**src/design/des_pkg.sv**
```systemverilog
// DES package: permutation tables, S-boxes, the stage payload type and
// the bit-permutation and round functions. No dependencies.
`timescale 1ns / 1ps
`default_nettype none

package des_pkg;

  localparam int unsigned NumRounds = 16;
  localparam int unsigned BlockW    = 64;
  localparam int unsigned HalfW     = 32;
  localparam int unsigned SubkeyW   = 48;
  localparam int unsigned KeyHalfW  = 28;

  typedef enum logic {
    OP_ENCRYPT = 1'b0,
    OP_DECRYPT = 1'b1
  } des_op_e;

  typedef struct packed {
    des_op_e           op;
    logic [HalfW-1:0]  l;
    logic [HalfW-1:0]  r;
  } des_cell_t;

  typedef logic [SubkeyW-1:0] des_subkey_t;

  localparam logic [6:0] IP_TAB [64] = '{
    7'd58, 7'd50, 7'd42, 7'd34, 7'd26, 7'd18, 7'd10, 7'd2,
    7'd60, 7'd52, 7'd44, 7'd36, 7'd28, 7'd20, 7'd12, 7'd4,
    7'd62, 7'd54, 7'd46, 7'd38, 7'd30, 7'd22, 7'd14, 7'd6,
    7'd64, 7'd56, 7'd48, 7'd40, 7'd32, 7'd24, 7'd16, 7'd8,
    7'd57, 7'd49, 7'd41, 7'd33, 7'd25, 7'd17, 7'd9,  7'd1,
    7'd59, 7'd51, 7'd43, 7'd35, 7'd27, 7'd19, 7'd11, 7'd3,
    7'd61, 7'd53, 7'd45, 7'd37, 7'd29, 7'd21, 7'd13, 7'd5,
    7'd63, 7'd55, 7'd47, 7'd39, 7'd31, 7'd23, 7'd15, 7'd7
  };

  localparam logic [6:0] FP_TAB [64] = '{
    7'd40, 7'd8, 7'd48, 7'd16, 7'd56, 7'd24, 7'd64, 7'd32,
    7'd39, 7'd7, 7'd47, 7'd15, 7'd55, 7'd23, 7'd63, 7'd31,
    7'd38, 7'd6, 7'd46, 7'd14, 7'd54, 7'd22, 7'd62, 7'd30,
    7'd37, 7'd5, 7'd45, 7'd13, 7'd53, 7'd21, 7'd61, 7'd29,
    7'd36, 7'd4, 7'd44, 7'd12, 7'd52, 7'd20, 7'd60, 7'd28,
    7'd35, 7'd3, 7'd43, 7'd11, 7'd51, 7'd19, 7'd59, 7'd27,
    7'd34, 7'd2, 7'd42, 7'd10, 7'd50, 7'd18, 7'd58, 7'd26,
    7'd33, 7'd1, 7'd41, 7'd9,  7'd49, 7'd17, 7'd57, 7'd25
  };

  localparam logic [5:0] E_TAB [48] = '{
    6'd32, 6'd1,  6'd2,  6'd3,  6'd4,  6'd5,
    6'd4,  6'd5,  6'd6,  6'd7,  6'd8,  6'd9,
    6'd8,  6'd9,  6'd10, 6'd11, 6'd12, 6'd13,
    6'd12, 6'd13, 6'd14, 6'd15, 6'd16, 6'd17,
    6'd16, 6'd17, 6'd18, 6'd19, 6'd20, 6'd21,
    6'd20, 6'd21, 6'd22, 6'd23, 6'd24, 6'd25,
    6'd24, 6'd25, 6'd26, 6'd27, 6'd28, 6'd29,
    6'd28, 6'd29, 6'd30, 6'd31, 6'd32, 6'd1
  };

  localparam logic [5:0] P_TAB [32] = '{
    6'd16, 6'd7,  6'd20, 6'd21, 6'd29, 6'd12, 6'd28, 6'd17,
    6'd1,  6'd15, 6'd23, 6'd26, 6'd5,  6'd18, 6'd31, 6'd10,
    6'd2,  6'd8,  6'd24, 6'd14, 6'd32, 6'd27, 6'd3,  6'd9,
    6'd19, 6'd13, 6'd30, 6'd6,  6'd22, 6'd11, 6'd4,  6'd25
  };

  localparam logic [6:0] PC1_TAB [56] = '{
    7'd57, 7'd49, 7'd41, 7'd33, 7'd25, 7'd17, 7'd9,
    7'd1,  7'd58, 7'd50, 7'd42, 7'd34, 7'd26, 7'd18,
    7'd10, 7'd2,  7'd59, 7'd51, 7'd43, 7'd35, 7'd27,
    7'd19, 7'd11, 7'd3,  7'd60, 7'd52, 7'd44, 7'd36,
    7'd63, 7'd55, 7'd47, 7'd39, 7'd31, 7'd23, 7'd15,
    7'd7,  7'd62, 7'd54, 7'd46, 7'd38, 7'd30, 7'd22,
    7'd14, 7'd6,  7'd61, 7'd53, 7'd45, 7'd37, 7'd29,
    7'd21, 7'd13, 7'd5,  7'd28, 7'd20, 7'd12, 7'd4
  };

  localparam logic [5:0] PC2_TAB [48] = '{
    6'd14, 6'd17, 6'd11, 6'd24, 6'd1,  6'd5,
    6'd3,  6'd28, 6'd15, 6'd6,  6'd21, 6'd10,
    6'd23, 6'd19, 6'd12, 6'd4,  6'd26, 6'd8,
    6'd16, 6'd7,  6'd27, 6'd20, 6'd13, 6'd2,
    6'd41, 6'd52, 6'd31, 6'd37, 6'd47, 6'd55,
    6'd30, 6'd40, 6'd51, 6'd45, 6'd33, 6'd48,
    6'd44, 6'd49, 6'd39, 6'd56, 6'd34, 6'd53,
    6'd46, 6'd42, 6'd50, 6'd36, 6'd29, 6'd32
  };

  // cumulative left rotation of C and D before each subkey
  localparam logic [4:0] ROT_TOTAL [16] = '{
    5'd1,  5'd2,  5'd4,  5'd6,  5'd8,  5'd10, 5'd12, 5'd14,
    5'd15, 5'd17, 5'd19, 5'd21, 5'd23, 5'd25, 5'd27, 5'd28
  };

  localparam logic [3:0] SBOX [8][4][16] = '{
    '{'{4'd14,4'd4,4'd13,4'd1,4'd2,4'd15,4'd11,4'd8,4'd3,4'd10,4'd6,4'd12,4'd5,4'd9,4'd0,4'd7},
      '{4'd0,4'd15,4'd7,4'd4,4'd14,4'd2,4'd13,4'd1,4'd10,4'd6,4'd12,4'd11,4'd9,4'd5,4'd3,4'd8},
      '{4'd4,4'd1,4'd14,4'd8,4'd13,4'd6,4'd2,4'd11,4'd15,4'd12,4'd9,4'd7,4'd3,4'd10,4'd5,4'd0},
      '{4'd15,4'd12,4'd8,4'd2,4'd4,4'd9,4'd1,4'd7,4'd5,4'd11,4'd3,4'd14,4'd10,4'd0,4'd6,4'd13}},
    '{'{4'd15,4'd1,4'd8,4'd14,4'd6,4'd11,4'd3,4'd4,4'd9,4'd7,4'd2,4'd13,4'd12,4'd0,4'd5,4'd10},
      '{4'd3,4'd13,4'd4,4'd7,4'd15,4'd2,4'd8,4'd14,4'd12,4'd0,4'd1,4'd10,4'd6,4'd9,4'd11,4'd5},
      '{4'd0,4'd14,4'd7,4'd11,4'd10,4'd4,4'd13,4'd1,4'd5,4'd8,4'd12,4'd6,4'd9,4'd3,4'd2,4'd15},
      '{4'd13,4'd8,4'd10,4'd1,4'd3,4'd15,4'd4,4'd2,4'd11,4'd6,4'd7,4'd12,4'd0,4'd5,4'd14,4'd9}},
    '{'{4'd10,4'd0,4'd9,4'd14,4'd6,4'd3,4'd15,4'd5,4'd1,4'd13,4'd12,4'd7,4'd11,4'd4,4'd2,4'd8},
      '{4'd13,4'd7,4'd0,4'd9,4'd3,4'd4,4'd6,4'd10,4'd2,4'd8,4'd5,4'd14,4'd12,4'd11,4'd15,4'd1},
      '{4'd13,4'd6,4'd4,4'd9,4'd8,4'd15,4'd3,4'd0,4'd11,4'd1,4'd2,4'd12,4'd5,4'd10,4'd14,4'd7},
      '{4'd1,4'd10,4'd13,4'd0,4'd6,4'd9,4'd8,4'd7,4'd4,4'd15,4'd14,4'd3,4'd11,4'd5,4'd2,4'd12}},
    '{'{4'd7,4'd13,4'd14,4'd3,4'd0,4'd6,4'd9,4'd10,4'd1,4'd2,4'd8,4'd5,4'd11,4'd12,4'd4,4'd15},
      '{4'd13,4'd8,4'd11,4'd5,4'd6,4'd15,4'd0,4'd3,4'd4,4'd7,4'd2,4'd12,4'd1,4'd10,4'd14,4'd9},
      '{4'd10,4'd6,4'd9,4'd0,4'd12,4'd11,4'd7,4'd13,4'd15,4'd1,4'd3,4'd14,4'd5,4'd2,4'd8,4'd4},
      '{4'd3,4'd15,4'd0,4'd6,4'd10,4'd1,4'd13,4'd8,4'd9,4'd4,4'd5,4'd11,4'd12,4'd7,4'd2,4'd14}},
    '{'{4'd2,4'd12,4'd4,4'd1,4'd7,4'd10,4'd11,4'd6,4'd8,4'd5,4'd3,4'd15,4'd13,4'd0,4'd14,4'd9},
      '{4'd14,4'd11,4'd2,4'd12,4'd4,4'd7,4'd13,4'd1,4'd5,4'd0,4'd15,4'd10,4'd3,4'd9,4'd8,4'd6},
      '{4'd4,4'd2,4'd1,4'd11,4'd10,4'd13,4'd7,4'd8,4'd15,4'd9,4'd12,4'd5,4'd6,4'd3,4'd0,4'd14},
      '{4'd11,4'd8,4'd12,4'd7,4'd1,4'd14,4'd2,4'd13,4'd6,4'd15,4'd0,4'd9,4'd10,4'd4,4'd5,4'd3}},
    '{'{4'd12,4'd1,4'd10,4'd15,4'd9,4'd2,4'd6,4'd8,4'd0,4'd13,4'd3,4'd4,4'd14,4'd7,4'd5,4'd11},
      '{4'd10,4'd15,4'd4,4'd2,4'd7,4'd12,4'd9,4'd5,4'd6,4'd1,4'd13,4'd14,4'd0,4'd11,4'd3,4'd8},
      '{4'd9,4'd14,4'd15,4'd5,4'd2,4'd8,4'd12,4'd3,4'd7,4'd0,4'd4,4'd10,4'd1,4'd13,4'd11,4'd6},
      '{4'd4,4'd3,4'd2,4'd12,4'd9,4'd5,4'd15,4'd10,4'd11,4'd14,4'd1,4'd7,4'd6,4'd0,4'd8,4'd13}},
    '{'{4'd4,4'd11,4'd2,4'd14,4'd15,4'd0,4'd8,4'd13,4'd3,4'd12,4'd9,4'd7,4'd5,4'd10,4'd6,4'd1},
      '{4'd13,4'd0,4'd11,4'd7,4'd4,4'd9,4'd1,4'd10,4'd14,4'd3,4'd5,4'd12,4'd2,4'd15,4'd8,4'd6},
      '{4'd1,4'd4,4'd11,4'd13,4'd12,4'd3,4'd7,4'd14,4'd10,4'd15,4'd6,4'd8,4'd0,4'd5,4'd9,4'd2},
      '{4'd6,4'd11,4'd13,4'd8,4'd1,4'd4,4'd10,4'd7,4'd9,4'd5,4'd0,4'd15,4'd14,4'd2,4'd3,4'd12}},
    '{'{4'd13,4'd2,4'd8,4'd4,4'd6,4'd15,4'd11,4'd1,4'd10,4'd9,4'd3,4'd14,4'd5,4'd0,4'd12,4'd7},
      '{4'd1,4'd15,4'd13,4'd8,4'd10,4'd3,4'd7,4'd4,4'd12,4'd5,4'd6,4'd11,4'd0,4'd14,4'd9,4'd2},
      '{4'd7,4'd11,4'd4,4'd1,4'd9,4'd12,4'd14,4'd2,4'd0,4'd6,4'd10,4'd13,4'd15,4'd3,4'd5,4'd8},
      '{4'd2,4'd1,4'd14,4'd7,4'd4,4'd10,4'd8,4'd13,4'd15,4'd12,4'd9,4'd0,4'd3,4'd5,4'd6,4'd11}}
  };

  // tables use DES numbering: position 1 is the MSB of the source word
  function automatic logic [63:0] ip_f(input logic [63:0] x);
    logic [63:0] r;
    for (int i = 0; i < 64; i++) begin
      r[63-i] = x[64-int'(IP_TAB[i])];
    end
    return r;
  endfunction

  function automatic logic [63:0] fp_f(input logic [63:0] x);
    logic [63:0] r;
    for (int i = 0; i < 64; i++) begin
      r[63-i] = x[64-int'(FP_TAB[i])];
    end
    return r;
  endfunction

  function automatic logic [47:0] e_f(input logic [31:0] x);
    logic [47:0] r;
    for (int i = 0; i < 48; i++) begin
      r[47-i] = x[32-int'(E_TAB[i])];
    end
    return r;
  endfunction

  function automatic logic [31:0] p_f(input logic [31:0] x);
    logic [31:0] r;
    for (int i = 0; i < 32; i++) begin
      r[31-i] = x[32-int'(P_TAB[i])];
    end
    return r;
  endfunction

  function automatic logic [55:0] pc1_f(input logic [63:0] x);
    logic [55:0] r;
    for (int i = 0; i < 56; i++) begin
      r[55-i] = x[64-int'(PC1_TAB[i])];
    end
    return r;
  endfunction

  function automatic logic [47:0] pc2_f(input logic [55:0] x);
    logic [47:0] r;
    for (int i = 0; i < 48; i++) begin
      r[47-i] = x[56-int'(PC2_TAB[i])];
    end
    return r;
  endfunction

  function automatic logic [27:0] rot28_f(input logic [27:0] v, input logic [4:0] s);
    logic [55:0] t;
    t = {v, v} << s;
    return t[55:28];
  endfunction

  function automatic logic [31:0] feistel_f(input logic [31:0] r, input des_subkey_t k);
    logic [47:0] x;
    logic [5:0]  six;
    logic [31:0] s;
    x = e_f(r) ^ k;
    s = '0;
    for (int b = 0; b < 8; b++) begin
      six = x[47-6*b -: 6];
      s[31-4*b -: 4] = SBOX[b][{six[5], six[0]}][six[4:1]];
    end
    return p_f(s);
  endfunction

endpackage

`default_nettype wire

```
**src/design/des_round_cell.sv**
```systemverilog
// One registered DES Feistel round stage with its own valid and
// backpressure. Depends on des_pkg.
`timescale 1ns / 1ps
`default_nettype none

module des_round_cell (
  input  logic                 clk_i,
  input  logic                 rst_ni,
  input  logic                 valid_i,
  output logic                 ready_o,
  input  des_pkg::des_cell_t   data_i,
  input  des_pkg::des_subkey_t key_enc_i,
  input  des_pkg::des_subkey_t key_dec_i,
  output logic                 valid_o,
  input  logic                 ready_i,
  output des_pkg::des_cell_t   data_o
);
  import des_pkg::*;

  logic        valid_q;
  des_cell_t   data_q;
  des_cell_t   data_d;
  des_subkey_t key;

  assign ready_o = !valid_q || ready_i;
  assign key     = (data_i.op == OP_DECRYPT) ? key_dec_i : key_enc_i;

  always_comb begin
    data_d.op = data_i.op;
    data_d.l  = data_i.r;
    data_d.r  = data_i.l ^ feistel_f(data_i.r, key);
  end

  always_ff @(posedge clk_i or negedge rst_ni) begin
    if (!rst_ni) begin
      valid_q <= 1'b0;
    end else if (ready_o) begin
      valid_q <= valid_i;
    end
  end

  // advance payload only with a beat
  always_ff @(posedge clk_i) begin
    if (ready_o && valid_i) begin
      data_q <= data_d;
    end
  end

  assign valid_o = valid_q;
  assign data_o  = data_q;

endmodule

`default_nettype wire

```
**config.mk**
```make
export PLATFORM = sky130hd
export DESIGN_NAME = des_round_cell
export DESIGN_NICKNAME = d
export VERILOG_FILES = /design/src/design/des_pkg.sv /design/src/design/des_round_cell.sv
export SDC_FILE = /design/constraint.sdc
export NUM_CORES = 1
export LEC_CHECK = 0
export BUFFER_PORTS_ARGS = -buffer_cell sky130_fd_sc_hd__buf_2
export CAP_MARGIN = 20
export CORE_MARGIN = 1.5
export CORE_UTILIZATION = 48
export DETAILED_ROUTE_END_ITERATION = 10
export PLACE_DENSITY = 0.78
export SLEW_MARGIN = 25
export SYNTH_ARGS = -nofsm -noshare
export SYNTH_HDL_FRONTEND = slang
export SYNTH_SLANG_ARGS = --single-unit
```
**constraint.sdc**
```tcl
create_clock -name clk_i -period 4.6 [get_ports clk_i]
set_input_delay 1.15 -clock clk_i [delete_from_list [all_inputs] [get_ports clk_i]]
set_output_delay 1.15 -clock clk_i [all_outputs]
set_load 0.005 [all_outputs]
```
-- Word level (Yosys, flattened, before mapping)
Index checks and enable logic that the tools add are counted.
- reductions and logical operators: 3
- muxes and demuxes: 49
- magnitude comparators: 16
- bitwise operators: 18
- operators with widths (kind ; count):
    64-bit binary-select mux with 2-bit select ; 8
    64-bit 2-to-1 mux ; 16
    4-bit binary-select mux with 4-bit select ; 8
    4-bit 2-to-1 mux ; 16
    48-bit 2-to-1 mux ; 1
    48-bit XOR ; 1
    5-bit greater-or-equal comparator (second input constant) ; 8
    4-bit inverter with 5-bit output ; 8
    32-bit XOR ; 1
    3-bit greater-or-equal comparator (second input constant) ; 8
    2-bit inverter with 3-bit output ; 8
    1-bit logical AND ; 1
    1-bit logical NOT ; 1
    1-bit logical OR ; 1
- bits of input ports: 165
- register bits after elaboration: 66
- word-level logic and storage cells: 90
- output and inout bits: 67

-- Depth between registers and ports, before layout
- depth in word-level cells: 10
- gate-level depth with buffers: 15
- mapped depth without buffers: 11

-- Worst setup path after synthesis
OpenSTA, ideal clock, no wires.
- path type: in2reg
- from: in data_i[64] in the netlist's numbering
- to: reg data_q (netlist bit data_o[12]) (data pin)
- path slack: 0.442 ns
- library setup time: 0.258 ns
- required time: 4.342 ns
- stages: 15
- arrival time: 3.901 ns
- buffers on the path: 6
- cell sequence: buf_6 > buf_8 > buf_12 > buf_6 > mux2i_1 > xor2_2 > inv_1 > ha_1 > clkbuf_1 > clkbuf_1 > mux2i_1 > o21ai_0 > o22ai_1 > mux2i_1 > xnor2_1
- RTL lines (item ; line ; RTL):
    from (decl) ; des_round_cell.sv:11 ; input des_pkg::des_cell_t data_i,
    to (signal assigned) ; des_round_cell.sv:45 ; data_q <= data_d;
    to (decl) ; des_round_cell.sv:21 ; des_cell_t data_q;

==> metrics.md <==
| Metric | Value |
|---|---|
| Status | completed |
| Hold Slack | 0.581 ns |
| Post-Synthesis Cells | 918 |
| Setup Fix Bufs, Post-CTS | 0 |
| Slowest CP cell | xnor2_1 |
| CTS tree | done |
| Max Transition Viols Final | 0 |
| Drt first pass iters | 5 |
| Fraction of layout cells with a size suffix above 1 | 30.0% |
| Fin Setup TNS | 0 ns |
| Syn nets | 1142 |
| WP data required | 4.68 ns |
| Crit path launch type | primary input |
| Starting Density | 49.2% |
| Vias in the first global route | 7277 |
| Hold crit path type | primary input to async pin |
| Mapped Area | 0.00854 mm^2 |
| Most frequent cells in the layout | 230 x buf_2, 76 x nand2_1, 75 x mux2i_1 |
| Clock Latency Late Sink | 0.34 ns |
| Final setup viols | 0 |
| Worst Reg-to-Reg Cells | 2 |
| I/O pin total | 232 |
| Max_cap viols | 0 |
| Sequential fraction of the synthesis area | 23.2% |
| Relative slew slack | 32.6% |
| Hold Buf Count CTS | 0 |
| Worst-case vdd ir drop | 0.175 mV |
| Via count | 8011 |
| Post-route ant nets | 0 |
| Kind of critical path | primary input to register |
| Clk root buf | clkbuf_16 |
| CP bufs+invs | 4 |
| Final Hold Fails | 0 |
| Number of antenna violations at the first check in global routing | 3 |
| CTS-repair resized insts | 0 |
| EDFF count, synth | 65 |
| Via density per instance | 5.89 |
| Critical path, cell by cell | buf_4 -> buf_12 -> mux2i_1 -> xnor2_1 -> inv_1 -> ha_1 -> inv_1 -> nand2_1 -> mux4_2 -> o22ai_1 -> nor3_1 -> xor2_1 |
| Post-synth cell types | 79 |
| Min cycle time layout | 3.82 ns |
| Area growth, synth to finish | 18.7% |
| Nets@finish | 1353 |
| Pwr dens | 306 mW/mm^2 |
| Unrepaired setup endpoints after global routing | no |
| CP endpoint kind | register |
| Die Y | 136 um |
| # DRC | 0 |
| Clk sink count | 66 |
| Clk slew on worst S/H paths | 0.05 ns |
| Crit-path most repeated cell | inv_1 |
| Reg area | 0.00198 mm^2 |
| Final period util | 83.1% |
| Synthesis-stage register bit count | 66 |
| Largest net degree at the start of global routing | 66 |
| Total gr overflow | 0 |
| Iteration-0 DRC Markers | 486 |
| Die X | 136 um |
| Total track usage | 24.0% |
| Max Clk Rate | 262 MHz |
| Cell family with most CP delay | XOR/XNOR gates |
| Number of placement rows | 48 |
| Final WL | 22700 um |
| Htree depth | 3 |
| FF-to-FF Start | valid_o |
| Placer Congestion | 0.938 |
| Fin util | 58.4% |
| Synth Area per Inst | 9.30 um^2 |
| Port bufs | 231 |
| Post-DP HPWL | 16800 um |
| Lkg Pwr | 0.00428 uW |
| Fill cell count | 1513 |
| Final Skew | 0.00682 ns |
| Crit Path Max Fanout | 21 |
| Worst reg2reg setup slack | 2.86 ns |
| Num CTS Buffers | 9 |
| Total Power | 3100 uW |
| Crit path depth | 12 |
| Clock Path Buffers | 2 |
| CP arrival | 3.90 ns |
| RR Endpoint | data_o[23] |
| First-pass GRT wire length | 35800 um |
| Post-synth ARST share | 1.52% |
| Biggest cell delay along the critical path | 0.67 ns |
| Most common cell after layout, fill and taps aside | buf_2 |
| Area of the multi-input gates | 0.00611 mm^2 |
| Post-DR wirelength/cell | 16.7 um |
| Total Die Area | 0.0186 mm^2 |
| Top FF cell, synth | edfxtp_1 |
| CORE AREA | 0.0174 mm^2 |
| Measured slew at the worst slew-check pin | 1.00 ns |
| Syn. warnings | 0 |
per-stage QoR:
step                      instance area (um^2)  std cells  setup slack [ns]
after floorplan                           8540        918             0.442
after global placement                    9830       1343             0.568
after detailed placement                  9860       1343             0.497
after CTS                                10100       1359             0.854
after global routing                     10100       1360             0.588
final                                    10100       1361             0.779
flip-flops by register name, summed over array words and instances (netlist names):
name	cells
data_o	65
valid_o	1
synthesized netlist by cell type, types with 9 or more instances:
cell type,n,area [um^2]
nand2_1,76,285
mux2i_1,75,751
edfxtp_1,65,1950
xnor2_1,64,561
nor2_1,63,236
ha_1,59,738
a21oi_1,42,210
o21ai_0,38,190
xor2_1,36,315
inv_1,32,120
nor3_1,29,145
a211oi_1,28,210
buf_2,23,115
o211ai_1,23,173
nand3_1,22,110
a31oi_1,15,93.8
clkbuf_1,14,52.6
nand2b_1,11,68.8
a221oi_1,10,87.6
mux4_2,10,225
xor2_2,10,163
buf_6,9,101
or3_1,9,56.3
where the power goes:
group	internal [uW]	switching, uW	leakage, uW
sequential	769	14.3	0.000630
combinational	730	966	0.00353
clock	361	259	0.000128
worst register-to-register path, stage by stage (launching register included):
cell and delay, ns:
dfrtp_1 0.37, nand2b_1 0.17, and2_4 0.81
per-layer routing:
| layer | vias to the layer above | part of all wire [%] | track usage (%) |
|---|---|---|---|
| li1 | 3866 | - | - |
| met5 | - | 0.079 | 0 |
| met3 | 45 | 7.5 | 4.92 |
| met2 | 367 | 50 | 41.2 |
| met4 | 2 | 1.7 | 7.03 |
| met1 | 3731 | 41 | 30.2 |
worst max path at each step:
stage / from / end / slack [ns]
after CTS: data_i[64] / data_o[29] / 0.85
final: data_i[64] / data_o[5] / 0.78
after floorplan: data_i[64] / data_o[12] / 0.44
after global placement: data_i[64] / data_o[31] / 0.57
after detailed placement: data_i[64] / data_o[5] / 0.50
after global routing: data_i[64] / data_o[29] / 0.59
cell type report:
cell class | instances | area share (%)
clock buffers | 12 | 2.33
inverters | 36 | 1.33
diodes | 2 | 0.0494
well taps | 225 | 2.78
multi-input cells | 760 | 60.3
clock inverters | 4 | 0.185
flip-flops and latches | 66 | 19.5
repair buffers | 256 | 13.5
cells by family (layout without fill, tap and decap cells):
family,after synthesis,in the layout,synth area share (%)
buffers and inverters,92,308,5.80
adders and majority gates,60,60,8.76
muxes,105,105,15.5
DFF,66,66,23.2
other,0,2,0
AOI/OAI and AO/OA,242,242,19.9
xor gates and xnor gates,120,120,14.5
and+or+nand+nor,233,233,12.5
Note: power is estimated with default switching activity, not from simulation.
